### src/hdl/smao_pkg.sv
`default_nettype none
// ----------------------------------------------------------------------------
// smao_pkg
// shared types and constants of the stack machine execution unit
// ----------------------------------------------------------------------------
package smao_pkg;

   localparam int STACK_DEPTH = 64;
   localparam int DATA_W      = 32;
   localparam int DEPTH_W     = 7;
   localparam int CNT_W       = $clog2(STACK_DEPTH + 1);

   // command codes of the input item
   typedef enum logic [2:0] {
      CMD_PUSH = 3'd0,
      CMD_SWAP = 3'd1,
      CMD_ADD  = 3'd2,
      CMD_SUB  = 3'd3,
      CMD_DIV  = 3'd4,
      CMD_NOP  = 3'd5
   } cmd_type;

   // status codes of the result item
   typedef enum logic [1:0] {
      ST_OK      = 2'd0,
      ST_SHORT   = 2'd1,
      ST_DIVZERO = 2'd2,
      ST_FULL    = 2'd3
   } status_type;

   // per-cell load select
   typedef enum logic [1:0] {
      CELL_HOLD  = 2'd0,
      CELL_ABOVE = 2'd1,
      CELL_BELOW = 2'd2
   } cell_op_type;

endpackage : smao_pkg
`default_nettype wire

### src/hdl/smao_cell.sv
`default_nettype none
// ----------------------------------------------------------------------------
// smao_cell
// one stack entry; loads from its upper or lower neighbor or holds
// ----------------------------------------------------------------------------
module smao_cell (
   input  wire logic                          clock,
   input  wire smao_pkg::cell_op_type         op,
   input  wire logic [smao_pkg::DATA_W-1:0]   above_data,
   input  wire logic [smao_pkg::DATA_W-1:0]   below_data,
   output logic      [smao_pkg::DATA_W-1:0]   value
);
   import smao_pkg::*;

   logic [DATA_W-1:0] value_ff;
   logic [DATA_W-1:0] value_in;

   always_comb begin
      unique case (op)
         CELL_ABOVE: value_in = above_data;
         CELL_BELOW: value_in = below_data;
         default:    value_in = value_ff;
      endcase
   end

   // payload only, no reset
   always_ff @(posedge clock) begin
      value_ff <= value_in;
   end

   assign value = value_ff;

endmodule : smao_cell
`default_nettype wire

### src/hdl/smao_div.sv
`default_nettype none
// ----------------------------------------------------------------------------
// smao_div
// radix-2 restoring signed divider, truncates toward zero
// ----------------------------------------------------------------------------
module smao_div (
   input  wire logic                          clock,
   input  wire logic                          reset,
   input  wire logic                          start,
   input  wire logic [smao_pkg::DATA_W-1:0]   dividend,
   input  wire logic [smao_pkg::DATA_W-1:0]   divisor,
   output logic                               done,
   output logic      [smao_pkg::DATA_W-1:0]   quotient
);
   import smao_pkg::*;

   localparam int STEP_W = $clog2(DATA_W);

   logic [DATA_W-1:0] rem_ff, rem_in;
   logic [DATA_W-1:0] quo_ff, quo_in;
   logic [DATA_W-1:0] den_ff, den_in;
   logic              neg_ff, neg_in;
   logic [STEP_W-1:0] step_ff, step_in;
   logic              busy_ff, busy_in;
   logic              done_ff, done_in;

   logic [DATA_W:0]   shifted;
   logic [DATA_W:0]   diff;

   always_comb begin
      shifted = {rem_ff, quo_ff[DATA_W-1]};
      diff    = shifted - {1'b0, den_ff};
      rem_in  = rem_ff;
      quo_in  = quo_ff;
      den_in  = den_ff;
      neg_in  = neg_ff;
      step_in = step_ff;
      busy_in = busy_ff;
      done_in = 1'b0;
      if (start) begin
         // load magnitudes, remember sign of the quotient
         rem_in  = '0;
         quo_in  = dividend[DATA_W-1] ? (~dividend + DATA_W'(1)) : dividend;
         den_in  = divisor[DATA_W-1] ? (~divisor + DATA_W'(1)) : divisor;
         neg_in  = dividend[DATA_W-1] ^ divisor[DATA_W-1];
         step_in = '0;
         busy_in = 1'b1;
      end else if (busy_ff) begin
         if (!diff[DATA_W]) begin
            rem_in = diff[DATA_W-1:0];
            quo_in = {quo_ff[DATA_W-2:0], 1'b1};
         end else begin
            rem_in = shifted[DATA_W-1:0];
            quo_in = {quo_ff[DATA_W-2:0], 1'b0};
         end
         step_in = step_ff + STEP_W'(1);
         if (step_ff == STEP_W'(DATA_W - 1)) begin
            busy_in = 1'b0;
            done_in = 1'b1;
         end
      end
   end

   always_ff @(posedge clock) begin
      if (reset) begin
         busy_ff <= 1'b0;
         done_ff <= 1'b0;
         step_ff <= '0;
      end else begin
         busy_ff <= busy_in;
         done_ff <= done_in;
         step_ff <= step_in;
      end
      rem_ff <= rem_in;
      quo_ff <= quo_in;
      den_ff <= den_in;
      neg_ff <= neg_in;
   end

   assign done     = done_ff;
   assign quotient = neg_ff ? (~quo_ff + DATA_W'(1)) : quo_ff;

endmodule : smao_div
`default_nettype wire

### src/hdl/stack_machine_alu_ops.sv
`default_nettype none
// results: push, swap, add, sub, nop and every error case register their result at the
//   transfer; div registers it when the 32-step radix-2 divider finishes
// throughput: one item per cycle while the result side is ready; no command is taken during a div
// reset: synchronous active high; empties the stack, drops any pending result;
//   entry contents are not cleared and are never read before a push writes them
// ----------------------------------------------------------------------------
// stack_machine_alu_ops
// execution unit of a stack bytecode machine built as a row of shifting cells
// ----------------------------------------------------------------------------
module stack_machine_alu_ops (
   input  wire logic        clock,
   input  wire logic        reset,
   // command channel
   input  wire logic        req_tvalid,
   output logic             req_tready,
   input  wire logic [39:0] req_tdata,  // cmd[2:0], push_value[34:3], zero[39:35]
   // result channel
   output logic             rsp_tvalid,
   input  wire logic        rsp_tready,
   output logic      [47:0] rsp_tdata   // status[1:0], top_value[33:2], depth[40:34], zero
);
   import smao_pkg::*;

   // top-level controller states
   typedef enum logic {
      ST_IDLE,
      ST_DIV
   } state_type;

   // whole-stack move for one command
   typedef enum logic [1:0] {
      STK_HOLD,
      STK_PUSH,
      STK_POP,
      STK_SWAP
   } stack_op_type;

   state_type          state_ff, state_in;
   logic [CNT_W-1:0]   count_ff, count_in;
   logic               rsp_valid_ff, rsp_valid_in;
   status_type         rsp_status_ff, status_in;
   logic [DATA_W-1:0]  rsp_top_ff, rsp_top_in;
   logic [DEPTH_W-1:0] rsp_depth_ff;

   // request fields
   logic               req_xfer;
   cmd_type            req_cmd;
   logic [DATA_W-1:0]  req_push_value;

   // stack row
   logic [DATA_W-1:0]  cell_q [STACK_DEPTH];
   stack_op_type       stack_op;
   logic [DATA_W-1:0]  new_data;   // enters the top cell on push or pop
   logic [DATA_W-1:0]  new_top;

   logic               is_full;
   logic               is_short;
   logic [DATA_W-1:0]  opnd_a;     // second entry, left operand
   logic [DATA_W-1:0]  opnd_b;     // top entry, right operand
   logic               load_rsp;

   // divider
   logic               div_start;
   logic               div_done;
   logic [DATA_W-1:0]  div_quo;

   assign req_cmd        = cmd_type'(req_tdata[2:0]);
   assign req_push_value = req_tdata[34:3];

   // a new command is taken once the controller is idle and the result register is free or drains this cycle
   assign req_tready = (state_ff == ST_IDLE) && (!rsp_valid_ff || rsp_tready);
   assign req_xfer   = req_tvalid && req_tready;

   assign opnd_b   = cell_q[0];
   assign opnd_a   = cell_q[1];
   assign is_full  = (count_ff == CNT_W'(STACK_DEPTH));
   assign is_short = (count_ff < CNT_W'(2));

   // command decode and result formation
   always_comb begin
      state_in  = state_ff;
      count_in  = count_ff;
      stack_op  = STK_HOLD;
      new_data  = req_push_value;
      new_top   = cell_q[0];
      status_in = ST_OK;
      load_rsp  = 1'b0;
      div_start = 1'b0;
      unique case (state_ff)
         ST_IDLE: begin
            if (req_xfer) begin
               load_rsp = 1'b1;
               unique case (req_cmd)
                  CMD_PUSH: begin
                     if (is_full) begin
                        status_in = ST_FULL;
                     end else begin
                        stack_op = STK_PUSH;
                        new_data = req_push_value;
                        new_top  = req_push_value;
                        count_in = count_ff + CNT_W'(1);
                     end
                  end
                  CMD_SWAP: begin
                     if (is_short) begin
                        status_in = ST_SHORT;
                     end else begin
                        stack_op = STK_SWAP;
                        new_top  = opnd_a;
                     end
                  end
                  CMD_ADD, CMD_SUB: begin
                     if (is_short) begin
                        status_in = ST_SHORT;
                     end else begin
                        stack_op = STK_POP;
                        new_data = (req_cmd == CMD_ADD) ? (opnd_a + opnd_b)
                                                        : (opnd_a - opnd_b);
                        new_top  = new_data;
                        count_in = count_ff - CNT_W'(1);
                     end
                  end
                  CMD_DIV: begin
                     if (is_short) begin
                        status_in = ST_SHORT;
                     end else if (opnd_b == '0) begin
                        status_in = ST_DIVZERO;
                     end else begin
                        // result comes later from the divider
                        load_rsp  = 1'b0;
                        div_start = 1'b1;
                        state_in  = ST_DIV;
                     end
                  end
                  default: begin
                     // nop and unused codes leave the stack alone
                     status_in = ST_OK;
                  end
               endcase
            end
         end
         ST_DIV: begin
            if (div_done) begin
               stack_op = STK_POP;
               new_data = div_quo;
               new_top  = div_quo;
               count_in = count_ff - CNT_W'(1);
               load_rsp = 1'b1;
               state_in = ST_IDLE;
            end
         end
         default: state_in = ST_IDLE;
      endcase
   end

   assign rsp_top_in   = (count_in != '0) ? new_top : '0;
   assign rsp_valid_in = load_rsp || (rsp_valid_ff && !rsp_tready);

   // per-cell move select and the row of cells
   for (genvar i = 0; i < STACK_DEPTH; i++) begin : g_cell
      logic [DATA_W-1:0] above;
      logic [DATA_W-1:0] below;
      cell_op_type       op_sel;

      if (i == 0) begin : g_top
         assign above = new_data;
      end else begin : g_inner
         assign above = cell_q[i-1];
      end

      if (i == STACK_DEPTH - 1) begin : g_bottom
         assign below = '0;
      end else begin : g_mid
         assign below = cell_q[i+1];
      end

      always_comb begin
         unique case (stack_op)
            STK_PUSH: op_sel = CELL_ABOVE;
            STK_POP:  op_sel = (i == 0) ? CELL_ABOVE : CELL_BELOW;
            STK_SWAP: op_sel = (i == 0) ? CELL_BELOW
                             : ((i == 1) ? CELL_ABOVE : CELL_HOLD);
            default:  op_sel = CELL_HOLD;
         endcase
      end

      smao_cell u_cell (
         .clock      (clock),
         .op         (op_sel),
         .above_data (above),
         .below_data (below),
         .value      (cell_q[i])
      );
   end

   smao_div u_div (
      .clock    (clock),
      .reset    (reset),
      .start    (div_start),
      .dividend (opnd_a),
      .divisor  (opnd_b),
      .done     (div_done),
      .quotient (div_quo)
   );

   // controller state and the result register
   always_ff @(posedge clock) begin
      if (reset) begin
         state_ff     <= ST_IDLE;
         count_ff     <= '0;
         rsp_valid_ff <= 1'b0;
      end else begin
         state_ff     <= state_in;
         count_ff     <= count_in;
         rsp_valid_ff <= rsp_valid_in;
      end
      if (load_rsp) begin
         rsp_status_ff <= status_in;
         rsp_top_ff    <= rsp_top_in;
         rsp_depth_ff  <= DEPTH_W'(count_in);
      end
   end

   assign rsp_tvalid = rsp_valid_ff;
   assign rsp_tdata  = {7'd0, rsp_depth_ff, rsp_top_ff, rsp_status_ff};

   // checks

   // the divider only finishes while the controller waits for it
   a_div_done_in_div: assert property (@(posedge clock) disable iff (reset)
      div_done |-> (state_ff == ST_DIV))
      else $error("divider finished outside div wait");

   // entry count never passes the stack size
   a_count_bound: assert property (@(posedge clock) disable iff (reset)
      count_ff <= CNT_W'(STACK_DEPTH))
      else $error("stack count beyond capacity");

   // a push to a stack with room grows it by one
   a_push_grows: assert property (@(posedge clock) disable iff (reset)
      (req_xfer && req_cmd == CMD_PUSH && !is_full)
         |=> (count_ff == $past(count_ff) + CNT_W'(1)))
      else $error("push did not grow the stack");

   // a result waiting is never overwritten by a new load
   a_no_overwrite: assert property (@(posedge clock) disable iff (reset)
      (rsp_valid_ff && !rsp_tready) |-> !load_rsp)
      else $error("pending result overwritten");

endmodule : stack_machine_alu_ops
`default_nettype wire

### config.mk
export PLATFORM = sky130hd
export DESIGN_NAME = stack_machine_alu_ops
export DESIGN_NICKNAME = d
export VERILOG_FILES = /design/src/hdl/smao_pkg.sv /design/src/hdl/smao_cell.sv /design/src/hdl/smao_div.sv /design/src/hdl/stack_machine_alu_ops.sv
export SDC_FILE = /design/constraint.sdc
export NUM_CORES = 2
export LEC_CHECK = 0
export BUFFER_PORTS_ARGS = -buffer_cell sky130_fd_sc_hd__buf_2
export CORE_UTILIZATION = 30
export DETAILED_ROUTE_END_ITERATION = 6
export PLACE_DENSITY = 0.41
export SYNTH_ARGS = -nofsm -noshare
export SYNTH_HDL_FRONTEND = slang
export SYNTH_SLANG_ARGS = --single-unit
### constraint.sdc
create_clock -name clock -period 56.5 [get_ports clock]
set_clock_uncertainty 0.1 [all_clocks]
set_input_delay 2.825 -clock clock [delete_from_list [all_inputs] [get_ports clock]]
set_output_delay 2.825 -clock clock [all_outputs]
set_load 0.01 [all_outputs]
==> flow_summary.json <==
{
  "fin_util": 0.340,
  "cts_tree": "built",
  "synth_seq_area_share": 0.660,
  "ys.flop_type": "edfxtp_1",
  "die_x_um": 578,
  "netlist_area_um2": 99500,
  "area_growth_pct": 13.0,
  "nNetsFinal": 6309,
  "setup_ws_ns": 46.83,
  "clock-sinks": 2202,
  "startpoint_type": "input port",
  "ir_drop_uv": 25.2,
  "synth_area_leaders": "edfxtp_1, mux2_2, clkbuf_1, ha_1, dfxtp_1",
  "slew_headroom": 0.156,
  "wl_per_cell_um": 17.7,
  "chipHeight_um": 578,
  "cts-root-buf": "clkbuf_16",
  "firstDrtPassIters": 6,
  "fin_total_pwr_uw": 3560,
  "clk_pin_slew_ns": 0.06,
  "fin_crit_ns": 9.67,
  "hpwl_um": 114000,
  "core_um2": 330000,
  "die-area_um2": 334000,
  "p_per_area_nw_per_um2": 31.7,
  "cap_viol_max_count": 0,
  "max_stage_delay_ns": 0.80,
  "r2r_start": "count_ff[4]$_SDFF_PP0_",
  "drt-initial-drc-count": 3430,
  "critical_path.endpoint_type": "flop",
  "num_vias": 50600,
  "grt_pass1_wl_um": 307000,
  "setup_viol": 0,
  "cpMaxStageDelayCell": "buf_4",
  "cts_buffers": 244,
  "pin_count": 94,
  "ant_nets": 0,
  "port_buffers": 81,
  "cts_setup_buffers": 0,
  "syn_inst": 6138,
  "post-route-drc-count": 0,
  "crit_required_ns": 56.84,
  "yosysWarningCount": 0,
  "r2r_setup_slack_ns": 48.15,
  "synth-seq-cells": 2202,
  "hold_buffers": 0,
  "grt_overflow": 0,
  "crit_top_cell": "buf_12",
  "initial_utilization": 0.301,
  "hold_depth": 1,
  "cts_resized": 0,
  "reg2reg_to": "g_cell[53].u_cell.value[22]$_DFFE_PP_",
  "hp-start": "g_cell[10].u_cell.value[16]$_DFFE_PP_",
  "grtUsageTotal": 0.112,
  "routed_via_density": 4.70,
  "synth-edff-count": 2154,
  "final_hold_viol_count": 0,
  "hp-class": "flop to flop",
  "critical-path-top-delay-family": "buffers and inverters",
  "worstHoldEndpoint": "g_cell[9].u_cell.value[16]$_DFFE_PP_",
  "row_count": 211,
  "gp_congestion": 0.835,
  "htree_levels": 4,
  "grt_pass1_vias": 52800,
  "routed_wl_um": 190000,
  "period_share": 0.171,
  "avgSynthCellArea_um2": 16.2,
  "clockBufferDepth": 4,
  "drive_gt1_frac": 0.393,
  "multi_input_area_um2": 32200,
  "synth_area_leader_cell": "edfxtp_1",
  "place_worst_setup_slack_ns": 45.53,
  "reg2reg_depth": 13,
  "regArea_um2": 65600,
  "path_buf_inv": 9,
  "tightest_slew_ns": 1.26,
  "antenna_found_initial": 10,
  "status": "finished, final reports clean",
  "yosysTopAreaCellShare": 0.650,
  "n_fill_cell": 31700,
  "worst-setup-path-type": "input port to flop",
  "slew_viol_final": 0,
  "hold_ws_ns": 0.409,
  "fmax_mhz": 103,
  "async_flop_share": 0,
  "rsz0062_at_grt": "no",
  "crit_arrival_ns": 10.01,
  "worstSkewPairLatency_ns": 0.90,
  "fin_setup_tns_ns": 0,
  "path_cells": "buf_2 -> nor2b_1 -> nand2_1 -> nor2_1 -> buf_4 -> o21ai_0 -> ha_1 -> inv_8 -> buf_12 -> buf_4 -> buf_12 -> buf_12 -> buf_12 -> buf_4",
  "netlist-cell-type-count": 87,
  "grt_max_degree": 185,
  "cp_max_fo": 184,
  "p_leak_uw": 0.0356
}
[through the flow]
stage / cells / cell area (µm²)
6_report: 10800 / 112000
5_1_grt: 10800 / 112000
4_1_cts: 10700 / 112000
3_5_place_dp: 10300 / 105000
3_3_place_gp: 10300 / 105000
2_1_floorplan: 6144 / 99500
[state kept, by name (all words and copies together) (netlist names), 2 cells and up]
name                 count
u_div.rem_ff            32
u_div.step_ff            5
rsp_status_ff            2
rsp_top_ff              32
u_div.den_ff            32
g_cell.u_cell.value   2048
rsp_depth_ff             7
u_div.quo_ff            32
count_ff                 7
[area by class of cell]
type | instances | area share
timing repair buffer | 151 | 0.00950
antenna | 7 | 0.000156
inverter | 85 | 0.00290
sequential | 2202 | 0.584
clock inverter | 146 | 0.0118
multi-input combinational | 3501 | 0.286
tap | 4366 | 0.0486
clock buffer | 298 | 0.0569
[cells in the mapped netlist, drive strengths merged, types with 16 or more instances]
library cell and count:
nor2 141, a21oi 147, nor2b 47, nand2 205, mux2 1975, nor3 44, o21a 16, a211oi 28
buf 35, or3 18, a221oi 21, or4 20, edfxtp 2154, nand2b 32, o21ai 190, nand3 27
a22oi 16, and3 16, xor2 72, inv 84, o31ai 45, a21o 22, ha 78, mux2i 30
xnor2 105, clkbuf 321, dfxtp 48
[worst register-to-register path: cells and delay by family (launching register included)]
family | cells | cell delay (ns)
flops | 1 | 0.39
fa+ha+maj | 1 | 0.41
buf+inv | 8 | 5.34
compound gates | 1 | 0.60
simple gates | 3 | 0.99
[cell families (layout without fill, tap and decap cells)]
kind of cell               Yosys count  in the layout  share of synthesized area
xor gates and xnor gates           177            177                     0.0156
DFF                               2202           2202                      0.660
buffers and inverters              441            680                     0.0171
and+or+nand+nor                    610            610                     0.0302
muxes                             2005           2005                      0.227
AOI/OAI and AO/OA                  622            622                     0.0405
adders and majority gates           80             80                     0.0102
other                                1             14                  0.0000377
[metal layers]
metal / GRT usage / wire (µm) / vias up
met2: 0.177 / 86500 / 896
li1: - / - / 24000
met3: 0.0190 / 8920 / 367
met5: 0 / 0 / -
met4: 0.0432 / 7100 / 0
met1: 0.154 / 87700 / 25400
[worst max path at each step]
| stage | startpoint | end | slack (ns) | cells after the start |
|---|---|---|---|---|
| after floorplan | req_tdata[2] | g_cell[10].u_cell.value[0]$_DFFE_PP_ | 11.01 | 8 |
| after global placement | req_tdata[2] | g_cell[61].u_cell.value[23]$_DFFE_PP_ | 45.77 | 14 |
| after detailed placement | req_tdata[2] | g_cell[61].u_cell.value[23]$_DFFE_PP_ | 45.53 | 14 |
| after CTS | req_tdata[2] | g_cell[50].u_cell.value[22]$_DFFE_PP_ | 46.53 | 14 |
| after global routing | req_tdata[2] | g_cell[62].u_cell.value[20]$_DFFE_PP_ | 46.13 | 14 |
| final | req_tdata[0] | g_cell[53].u_cell.value[22]$_DFFE_PP_ | 46.83 | 14 |
[power by group]
part           leakage (µW)  internal [µW]  switching [µW]
Sequential           0.0199           1810            17.6
Clock               0.00378            896             656
Combinational        0.0120           75.4             104
Total                0.0356           2780             778
[placed cells by master (no fill, tap or decap), types with 21 or more instances in the layout]
master     netlist  routed
bufinv_16        0      21
nor2_1         140     139
mux2_2        1974    1974
nand2_1        205     204
nand3_1         26      25
a21oi_1        147     147
o31ai_1         41      41
edfxtp_1      2154    2154
clkinv_1         1      54
nor3_1          43      43
xnor2_1        105     105
xor2_1          72      72
inv_1           84      82
nor2b_1         47      47
clkbuf_1       321      48
a221oi_1        21      21
buf_4            7      59
o21ai_0        185     185
dfxtp_1         48      47
a21o_1          22      22
clkbuf_16        0     247
clkinv_2         0      52
mux2i_1         30      30
ha_1            78      77
nand2b_1        32      32
a211oi_1        28      28
buf_2           11      81
No activity file was read; power rests on OpenSTA's default activity.
